`src/sv/bcbs_pkg.sv`:
```
`default_nettype none

package bcbs_pkg;

	localparam int unsigned WORD_W = 64;
	localparam int unsigned NUM_WORDS = 4;
	localparam int unsigned COUNT_W = 9;

	typedef enum logic [2:0] {
		CMD_CLEAR  = 3'd0,
		CMD_FILL   = 3'd1,
		CMD_ADD    = 3'd2,
		CMD_REMOVE = 3'd3,
		CMD_OR     = 3'd4,
		CMD_ANDNOT = 3'd5,
		CMD_FIND   = 3'd6
	} cmd_t;

	typedef enum logic [2:0] {
		ST_IDLE,
		ST_UPDATE,
		ST_SEEK_SET,
		ST_SEEK_CLEAR,
		ST_DONE
	} state_t;

	typedef enum logic [1:0] {
		UM_UPDATE,
		UM_SEEK_SET,
		UM_SEEK_CLEAR
	} unit_mode_t;

	typedef struct packed {
		unit_mode_t  mode;
		cmd_t        cmd;
		logic [1:0]  word_sel;
		logic [7:0]  first;
		logic [7:0]  range_lo;
		logic [7:0]  range_hi;
		logic [1:0]  word_index;
		logic [63:0] word_value;
		logic [7:0]  lower;
	} unit_ctl_t;

	typedef struct packed {
		logic [63:0] new_word;
		logic [6:0]  pop;
		logic        hit;
		logic [5:0]  hit_idx;
	} unit_res_t;

	function automatic logic [3:0] pop8(input logic [7:0] v);
		logic [3:0] n;
		n = 4'd0;
		for (int i = 0; i < 8; i++) begin
			n = n + {3'd0, v[i]};
		end
		return n;
	endfunction

	function automatic logic [6:0] pop64(input logic [63:0] v);
		logic [6:0] n;
		n = 7'd0;
		for (int i = 0; i < 8; i++) begin
			n = n + {3'd0, pop8(v[8*i +: 8])};
		end
		return n;
	endfunction

	// Returns {hit, index of the lowest set bit}.
	function automatic logic [6:0] lsb64(input logic [63:0] v);
		logic [7:0] byte_nz;
		logic [2:0] byte_i;
		logic [2:0] bit_i;
		logic [7:0] sel;
		logic       hit;
		byte_i = 3'd0;
		bit_i = 3'd0;
		hit = 1'b0;
		for (int i = 0; i < 8; i++) begin
			byte_nz[i] = |v[8*i +: 8];
		end
		for (int i = 7; i >= 0; i--) begin
			if (byte_nz[i]) begin
				byte_i = i[2:0];
				hit = 1'b1;
			end
		end
		sel = v[{byte_i, 3'b000} +: 8];
		for (int i = 7; i >= 0; i--) begin
			if (sel[i]) begin
				bit_i = i[2:0];
			end
		end
		return {hit, byte_i, bit_i};
	endfunction

endpackage

`default_nettype wire

```
`src/sv/bcbs_word_unit.sv`:
```
`default_nettype none

// Shared word unit: applies one command to one 64-bit word of the set, counts
// the members of the result, and finds the lowest bit for the run search.
module bcbs_word_unit (
	input  wire logic [63:0]       word,
	input  wire bcbs_pkg::unit_ctl_t ctl,
	output bcbs_pkg::unit_res_t    res
);

	logic [63:0] ones;
	logic [63:0] lo_mask;
	logic [63:0] hi_mask;
	logic [63:0] range_mask;
	logic [63:0] seek_mask;
	logic [63:0] seek_word;
	logic [63:0] new_word;
	logic [6:0]  lsb;
	logic        sel_hit;

	assign ones = {64{1'b1}};
	assign sel_hit = (ctl.word_sel == ctl.word_index);

	always_comb begin
		if (ctl.word_sel < ctl.range_lo[7:6]) begin
			lo_mask = '0;
		end else if (ctl.word_sel == ctl.range_lo[7:6]) begin
			lo_mask = ones << ctl.range_lo[5:0];
		end else begin
			lo_mask = ones;
		end
		if (ctl.word_sel > ctl.range_hi[7:6]) begin
			hi_mask = '0;
		end else if (ctl.word_sel == ctl.range_hi[7:6]) begin
			hi_mask = ones >> (6'd63 - ctl.range_hi[5:0]);
		end else begin
			hi_mask = ones;
		end
		range_mask = lo_mask & hi_mask;
	end

	always_comb begin
		unique case (ctl.cmd)
			bcbs_pkg::CMD_CLEAR:  new_word = '0;
			bcbs_pkg::CMD_FILL:   new_word = ones;
			bcbs_pkg::CMD_ADD:    new_word = word | range_mask;
			bcbs_pkg::CMD_REMOVE: new_word = word & ~range_mask;
			bcbs_pkg::CMD_OR:     new_word = sel_hit ? (word | ctl.word_value) : word;
			bcbs_pkg::CMD_ANDNOT: new_word = sel_hit ? (word & ~ctl.word_value) : word;
			default:              new_word = word;
		endcase
	end

	// The start of a run is the lowest member at or after the start position;
	// its end is found from the lowest non-member above the run's first byte.
	always_comb begin
		unique case (ctl.mode)
			bcbs_pkg::UM_SEEK_SET: begin
				seek_mask = (ctl.word_sel == ctl.first[7:6]) ? (ones << ctl.first[5:0]) : ones;
				seek_word = word & seek_mask;
			end
			bcbs_pkg::UM_SEEK_CLEAR: begin
				seek_mask = (ctl.word_sel == ctl.lower[7:6]) ? (ones << ctl.lower[5:0]) : ones;
				seek_word = ~word & seek_mask;
			end
			default: begin
				seek_mask = ones;
				seek_word = '0;
			end
		endcase
	end

	assign lsb = bcbs_pkg::lsb64(seek_word);

	assign res.new_word = new_word;
	assign res.pop      = bcbs_pkg::pop64(new_word);
	assign res.hit      = lsb[6];
	assign res.hit_idx  = lsb[5:0];

endmodule

`default_nettype wire

```
`src/sv/byte_class_bitmap_set.sv`:
```
`default_nettype none

// A command's result strobes on done once all four words have been updated;
// a find first runs the search, which visits each word at most twice.
// A new command is taken only when idle or in the done cycle. The shared word unit
// does one 64-bit word per cycle: update and recount, then the run search.
// Reset clears the set and the count to empty and leaves the block idle.
// The done strobe is high for one cycle only; the receiver cannot stall it.
module byte_class_bitmap_set (
	input  wire logic        clk,
	input  wire logic        arst_n,
	input  wire logic        start,
	output logic             busy,
	input  wire logic [2:0]  command,
	input  wire logic [7:0]  first_char,
	input  wire logic [7:0]  last_char,
	input  wire logic [1:0]  word_index,
	input  wire logic [63:0] word_value,
	output logic             done,
	output logic [8:0]       member_count,
	output logic             char_present,
	output logic             run_found,
	output logic [7:0]       run_lower,
	output logic [7:0]       run_upper
);

	bcbs_pkg::state_t    state_q, state_d;
	logic [63:0]         words_q [bcbs_pkg::NUM_WORDS];
	logic [8:0]          total_q;
	logic [8:0]          cnt_q;
	logic [1:0]          w_q;
	bcbs_pkg::cmd_t      cmd_q;
	logic [7:0]          first_q;
	logic [7:0]          lo_q;
	logic [7:0]          hi_q;
	logic [1:0]          widx_q;
	logic [63:0]         wval_q;
	logic                present_q;
	logic                found_q;
	logic [7:0]          lower_q;
	logic [7:0]          upper_q;

	logic                accept;
	logic                last_word;
	logic [8:0]          cnt_next;
	bcbs_pkg::unit_ctl_t ctl;
	bcbs_pkg::unit_res_t res;

	assign accept    = start && !busy;
	assign last_word = (w_q == 2'd3);
	assign cnt_next  = cnt_q + {2'd0, res.pop};

	always_comb begin
		unique case (state_q)
			bcbs_pkg::ST_SEEK_SET:   ctl.mode = bcbs_pkg::UM_SEEK_SET;
			bcbs_pkg::ST_SEEK_CLEAR: ctl.mode = bcbs_pkg::UM_SEEK_CLEAR;
			default:                 ctl.mode = bcbs_pkg::UM_UPDATE;
		endcase
		ctl.cmd        = cmd_q;
		ctl.word_sel   = w_q;
		ctl.first      = first_q;
		ctl.range_lo   = lo_q;
		ctl.range_hi   = hi_q;
		ctl.word_index = widx_q;
		ctl.word_value = wval_q;
		ctl.lower      = lower_q;
	end

	bcbs_word_unit u_unit (
		.word (words_q[w_q]),
		.ctl  (ctl),
		.res  (res)
	);

	always_ff @(posedge clk or negedge arst_n) begin
		if (!arst_n) begin
			state_q <= bcbs_pkg::ST_IDLE;
		end else begin
			state_q <= state_d;
		end
	end

	always_comb begin
		state_d = state_q;
		busy = 1'b1;
		done = 1'b0;
		unique case (state_q)
			bcbs_pkg::ST_IDLE: begin
				busy = 1'b0;
				if (start) begin
					state_d = bcbs_pkg::ST_UPDATE;
				end
			end
			bcbs_pkg::ST_UPDATE: begin
				if (last_word) begin
					state_d = (cmd_q == bcbs_pkg::CMD_FIND) ? bcbs_pkg::ST_SEEK_SET
					                                        : bcbs_pkg::ST_DONE;
				end
			end
			bcbs_pkg::ST_SEEK_SET: begin
				if (res.hit) begin
					state_d = bcbs_pkg::ST_SEEK_CLEAR;
				end else if (last_word) begin
					state_d = bcbs_pkg::ST_DONE;
				end
			end
			bcbs_pkg::ST_SEEK_CLEAR: begin
				if (res.hit || last_word) begin
					state_d = bcbs_pkg::ST_DONE;
				end
			end
			bcbs_pkg::ST_DONE: begin
				busy = 1'b0;
				done = 1'b1;
				state_d = start ? bcbs_pkg::ST_UPDATE : bcbs_pkg::ST_IDLE;
			end
			default: begin
				state_d = bcbs_pkg::ST_IDLE;
			end
		endcase
	end

	always_ff @(posedge clk or negedge arst_n) begin
		if (!arst_n) begin
			for (int i = 0; i < bcbs_pkg::NUM_WORDS; i++) begin
				words_q[i] <= '0;
			end
			total_q <= '0;
		end else if (state_q == bcbs_pkg::ST_UPDATE) begin
			words_q[w_q] <= res.new_word;
			if (last_word) begin
				total_q <= cnt_next;
			end
		end
	end

	always_ff @(posedge clk) begin
		if (accept) begin
			cmd_q   <= bcbs_pkg::cmd_t'(command);
			first_q <= first_char;
			lo_q    <= (first_char > last_char) ? last_char : first_char;
			hi_q    <= (first_char > last_char) ? first_char : last_char;
			widx_q  <= word_index;
			wval_q  <= word_value;
			w_q     <= 2'd0;
			cnt_q   <= '0;
			found_q <= 1'b0;
			lower_q <= '0;
			upper_q <= '0;
		end else begin
			unique case (state_q)
				bcbs_pkg::ST_UPDATE: begin
					cnt_q <= cnt_next;
					if (w_q == first_q[7:6]) begin
						present_q <= res.new_word[first_q[5:0]];
					end
					// The search starts in the word that holds the start position.
					w_q <= last_word ? first_q[7:6] : w_q + 2'd1;
				end
				bcbs_pkg::ST_SEEK_SET: begin
					if (res.hit) begin
						found_q <= 1'b1;
						lower_q <= {w_q, res.hit_idx};
					end else if (!last_word) begin
						w_q <= w_q + 2'd1;
					end
				end
				bcbs_pkg::ST_SEEK_CLEAR: begin
					if (res.hit) begin
						upper_q <= {w_q, res.hit_idx} - 8'd1;
					end else if (last_word) begin
						upper_q <= 8'hff;
					end else begin
						w_q <= w_q + 2'd1;
					end
				end
				default: begin
				end
			endcase
		end
	end

	assign member_count = total_q;
	assign char_present = present_q;
	assign run_found    = found_q;
	assign run_lower    = lower_q;
	assign run_upper    = upper_q;

endmodule

`default_nettype wire

```
`config.mk`:
```
export PLATFORM = sky130hd
export DESIGN_NAME = byte_class_bitmap_set
export DESIGN_NICKNAME = d
export VERILOG_FILES = /design/src/sv/bcbs_pkg.sv /design/src/sv/bcbs_word_unit.sv /design/src/sv/byte_class_bitmap_set.sv
export SDC_FILE = /design/constraint.sdc
export NUM_CORES = 1
export LEC_CHECK = 0
export BUFFER_PORTS_ARGS = -buffer_cell sky130_fd_sc_hd__buf_2
export CELL_PAD_IN_SITES_DETAIL_PLACEMENT = 1
export CELL_PAD_IN_SITES_GLOBAL_PLACEMENT = 2
export CORE_MARGIN = 2
export CORE_UTILIZATION = 43
export CTS_CLUSTER_DIAMETER = 120
export DETAILED_ROUTE_END_ITERATION = 8
export GPL_TIMING_DRIVEN = 0
export PLACE_DENSITY_LB_ADDON = 0.1
export REMOVE_ABC_BUFFERS = 1
export SLEW_MARGIN = 30
export SYNTH_ARGS = -nofsm -noshare
export SYNTH_HDL_FRONTEND = slang
export SYNTH_SLANG_ARGS = --single-unit
```
`constraint.sdc`:
```
create_clock -name clk -period 23.8 [get_ports clk]
set_clock_uncertainty 0.05 [all_clocks]
set_input_delay 5.95 -clock clk [delete_from_list [all_inputs] [get_ports clk]]
set_output_delay 5.95 -clock clk [all_outputs]
set_load 0.02 [all_outputs]
```
==> impl_metrics.tcl <==
set metrics [dict create \
    reg2regPathDepth 33 \
    num_rows 90 \
    area_growth_pct 13.59 \
    postCtsSetupBuffers 0 \
    dpl_cell_area_sq_um 28050 \
    worst_slew_pin_slew_ns 1.006 \
    grt_pass1_vias 25450 \
    ys_seq_area_share_pct 38.69 \
    crit_arrival_ns 12.37 \
    finalHoldViolCount 0 \
    crit_path_top_delay_cell "a2111oi_2" \
    dieArea_sq_um 62640 \
    ff_latch_area_sq_um 10110 \
    antenna_left 0 \
    max_freq_mhz 83.65 \
    first_iter_violations 2187 \
    worstSetupStartpoint "w_q[0]" \
    whs_ns 0.4209 \
    synth_edf_count 94 \
    synth_top_flop_cell "dfrtp_1" \
    fillers 6845 \
    setup_viol 0 \
    min_period_over_period_pct 50.23 \
    status "finished clean" \
    portBuffers 116 \
    overflow 0 \
    wl_per_cell_um 29.93 \
    dpl.hpwl_mm 82.01 \
    synth-warning-count 0 \
    dpl_worst_slack_ns 12.05 \
    cts.repair.resized 0 \
    clock_sinks 390 \
    hold_class "register to register" \
    synth-seq-cells 390 \
    rsz0062_at_grt "false" \
    async_reset_ff_share_pct 68.72 \
    relSlewSlack_pct 32.75 \
    layout_setup_ws_ns 11.85 \
    viasPerCell 6.546 \
    slowest_delay_ns 0.88 \
    end_kind "register" \
    endpoint "member_count[8]" \
    finalInstanceArea_sq_um 29620 \
    die_h_um 250.3 \
    grt_antenna_before_repair 2 \
    drtPass1Iterations 5 \
    crit_required_ns 24.22 \
    grt_max_degree 87 \
    maxCapViolations 0 \
    cp_common_cell "fa_1" \
    r2r_setup_slack_ns 11.85 \
    die_x_um 250.3 \
    layout_min_cycle_time_ns 11.95 \
    cts_max_path_buffers 3 \
    synth_area_per_cell_sq_um 8.978 \
    core-area_sq_um 60130 \
    start_util_pct 43.37 \
    grt_usage_pct 35.58 \
    start_kind "register" \
    cts_root_buffer "clkbuf_16" \
    grt_first_pass_wirelength_mm 167.8 \
    synthesis.area_sq_um 26080 \
    gp_congestion 0.9776 \
    numCtsBuffers 45 \
    wl_mm 111.2 \
    ys_types 93 \
    drc 0 \
    vias 24330 \
    cts.clk_slew.worst_paths_ns 0.06 \
    layout.nets 3098 \
    cts_tree "built" \
    drive_gt1_share_pct 14.70 \
    clock_latency_ns 0.61 \
    h-tree-depth 2 \
    io_pins 117 \
    multi_input_area_sq_um 14720 \
    reg2reg_from "w_q[0]" \
    final_max_slew_viol_count 0 \
    path_max_fanout 32 \
    setup_tns_ns 0 \
    netlist_instances 2905 \
    cts_hold_buf 0 \
    worstReg2RegEnd "member_count[8]" \
    path_class "register to register" \
]
-- critical path, delay by kind of cell (launching register included) --
family	cells	cell delay (ns)
xor+xnor	2	0.63
compound gates	9	2.62
flops	1	0.42
fa+ha+maj	12	5.80
buf+inv	5	0.83
simple gates	5	1.42
-- final cells by class --
type / instances / area share (%)
flip-flops and latches: 390 / 34.11
inverters: 120 / 1.554
clock buffers: 59 / 4.291
diodes: 2 / 0.01689
clock inverters: 25 / 0.8954
multi-input cells: 2151 / 49.70
repair buffers: 187 / 6.120
well taps: 782 / 3.303
-- cell families (layout without fill, tap and decap cells) --
group	after synthesis	count (layout)	share of synthesized area (%)
XOR/XNOR	34	34	1.228
multiplexers	148	148	9.264
buffers and inverters	364	391	5.680
AND/OR/NAND/NOR	849	849	14.49
flip-flops	390	390	38.69
adder cells (fa/ha/maj)	115	115	7.014
AO/OA/AOI/OAI	1005	1005	23.64
other	0	2	0
-- Yosys cell counts, drive strengths merged (40+ instances only) --
cell type,n,share of area [%]
o211ai,40,1.2
dfrtp,268,26
mux2i,49,1.9
nor2,112,1.6
ha,63,3.0
a21oi,178,3.4
edfxtp,94,11
o21ai,464,8.9
nand3,59,1.1
nand2,495,7.1
clkbuf,193,2.8
mux4,72,6.2
fa,52,4.0
inv,119,1.7
buf,51,1.2
-- layer usage --
layer	GRT usage (%)	vias to the layer above	routed length, um
met5	0	-	0
met2	57.83	944	51910
met4	15.07	0	5197
li1	-	10570	-
met1	47.50	12590	46850
met3	5.383	224	7252
-- state kept, by name, indices dropped and copies added, names as in the netlist --
register / count
words_q: 256
wval_q: 64
cnt_q: 9
member_count: 9
first_q: 8
hi_q: 8
lo_q: 8
run_lower: 8
run_upper: 8
cmd_q: 3
state_q: 3
w_q: 2
widx_q: 2
char_present: 1
run_found: 1
-- cells in the final DEF (no fill, tap or decap), types with 16 or more instances in the layout --
cell,instances
a211oi_1,16
a21o_1,21
a21oi_1,176
a221oi_1,19
a31oi_1,27
and2_1,28
buf_16,23
buf_2,116
buf_6,25
clkbuf_16,47
dfrtp_1,267
dfxtp_1,20
edfxtp_1,94
fa_1,52
ha_1,63
inv_1,114
mux2_2,27
mux2i_1,49
mux4_2,72
nand2_1,490
nand2b_1,27
nand3_1,58
nor2_1,106
nor3_1,26
o211ai_1,40
o21a_1,18
o21ai_0,457
o22ai_1,24
o311ai_0,16
or3_1,17
xnor2_1,18
-- worst min-delay path by stage --
stage	slack, ns	cells past startpoint	end	from
floorplan	0.39	2	cnt_q[0]	cnt_q[0]
global placement	0.40	1	run_found	run_found
detailed placement	0.41	2	cnt_q[0]	cnt_q[0]
CTS	0.42	2	cnt_q[0]	cnt_q[0]
global route	0.45	2	cnt_q[3]	cnt_q[3]
finish	0.42	2	cnt_q[0]	cnt_q[0]
-- per-stage QoR --
step | instances | util [%]
2_1_floorplan | 2661 | -
3_3_place_gp | 3559 | 44.25
3_5_place_dp | 3628 | 46.64
4_1_cts | 3712 | 49.20
5_1_grt | 3714 | 49.26
6_report | 3716 | 49.26
Power is not shown: default switching activity piles up to over one toggle a cycle in this logic, so the estimate is an artifact.
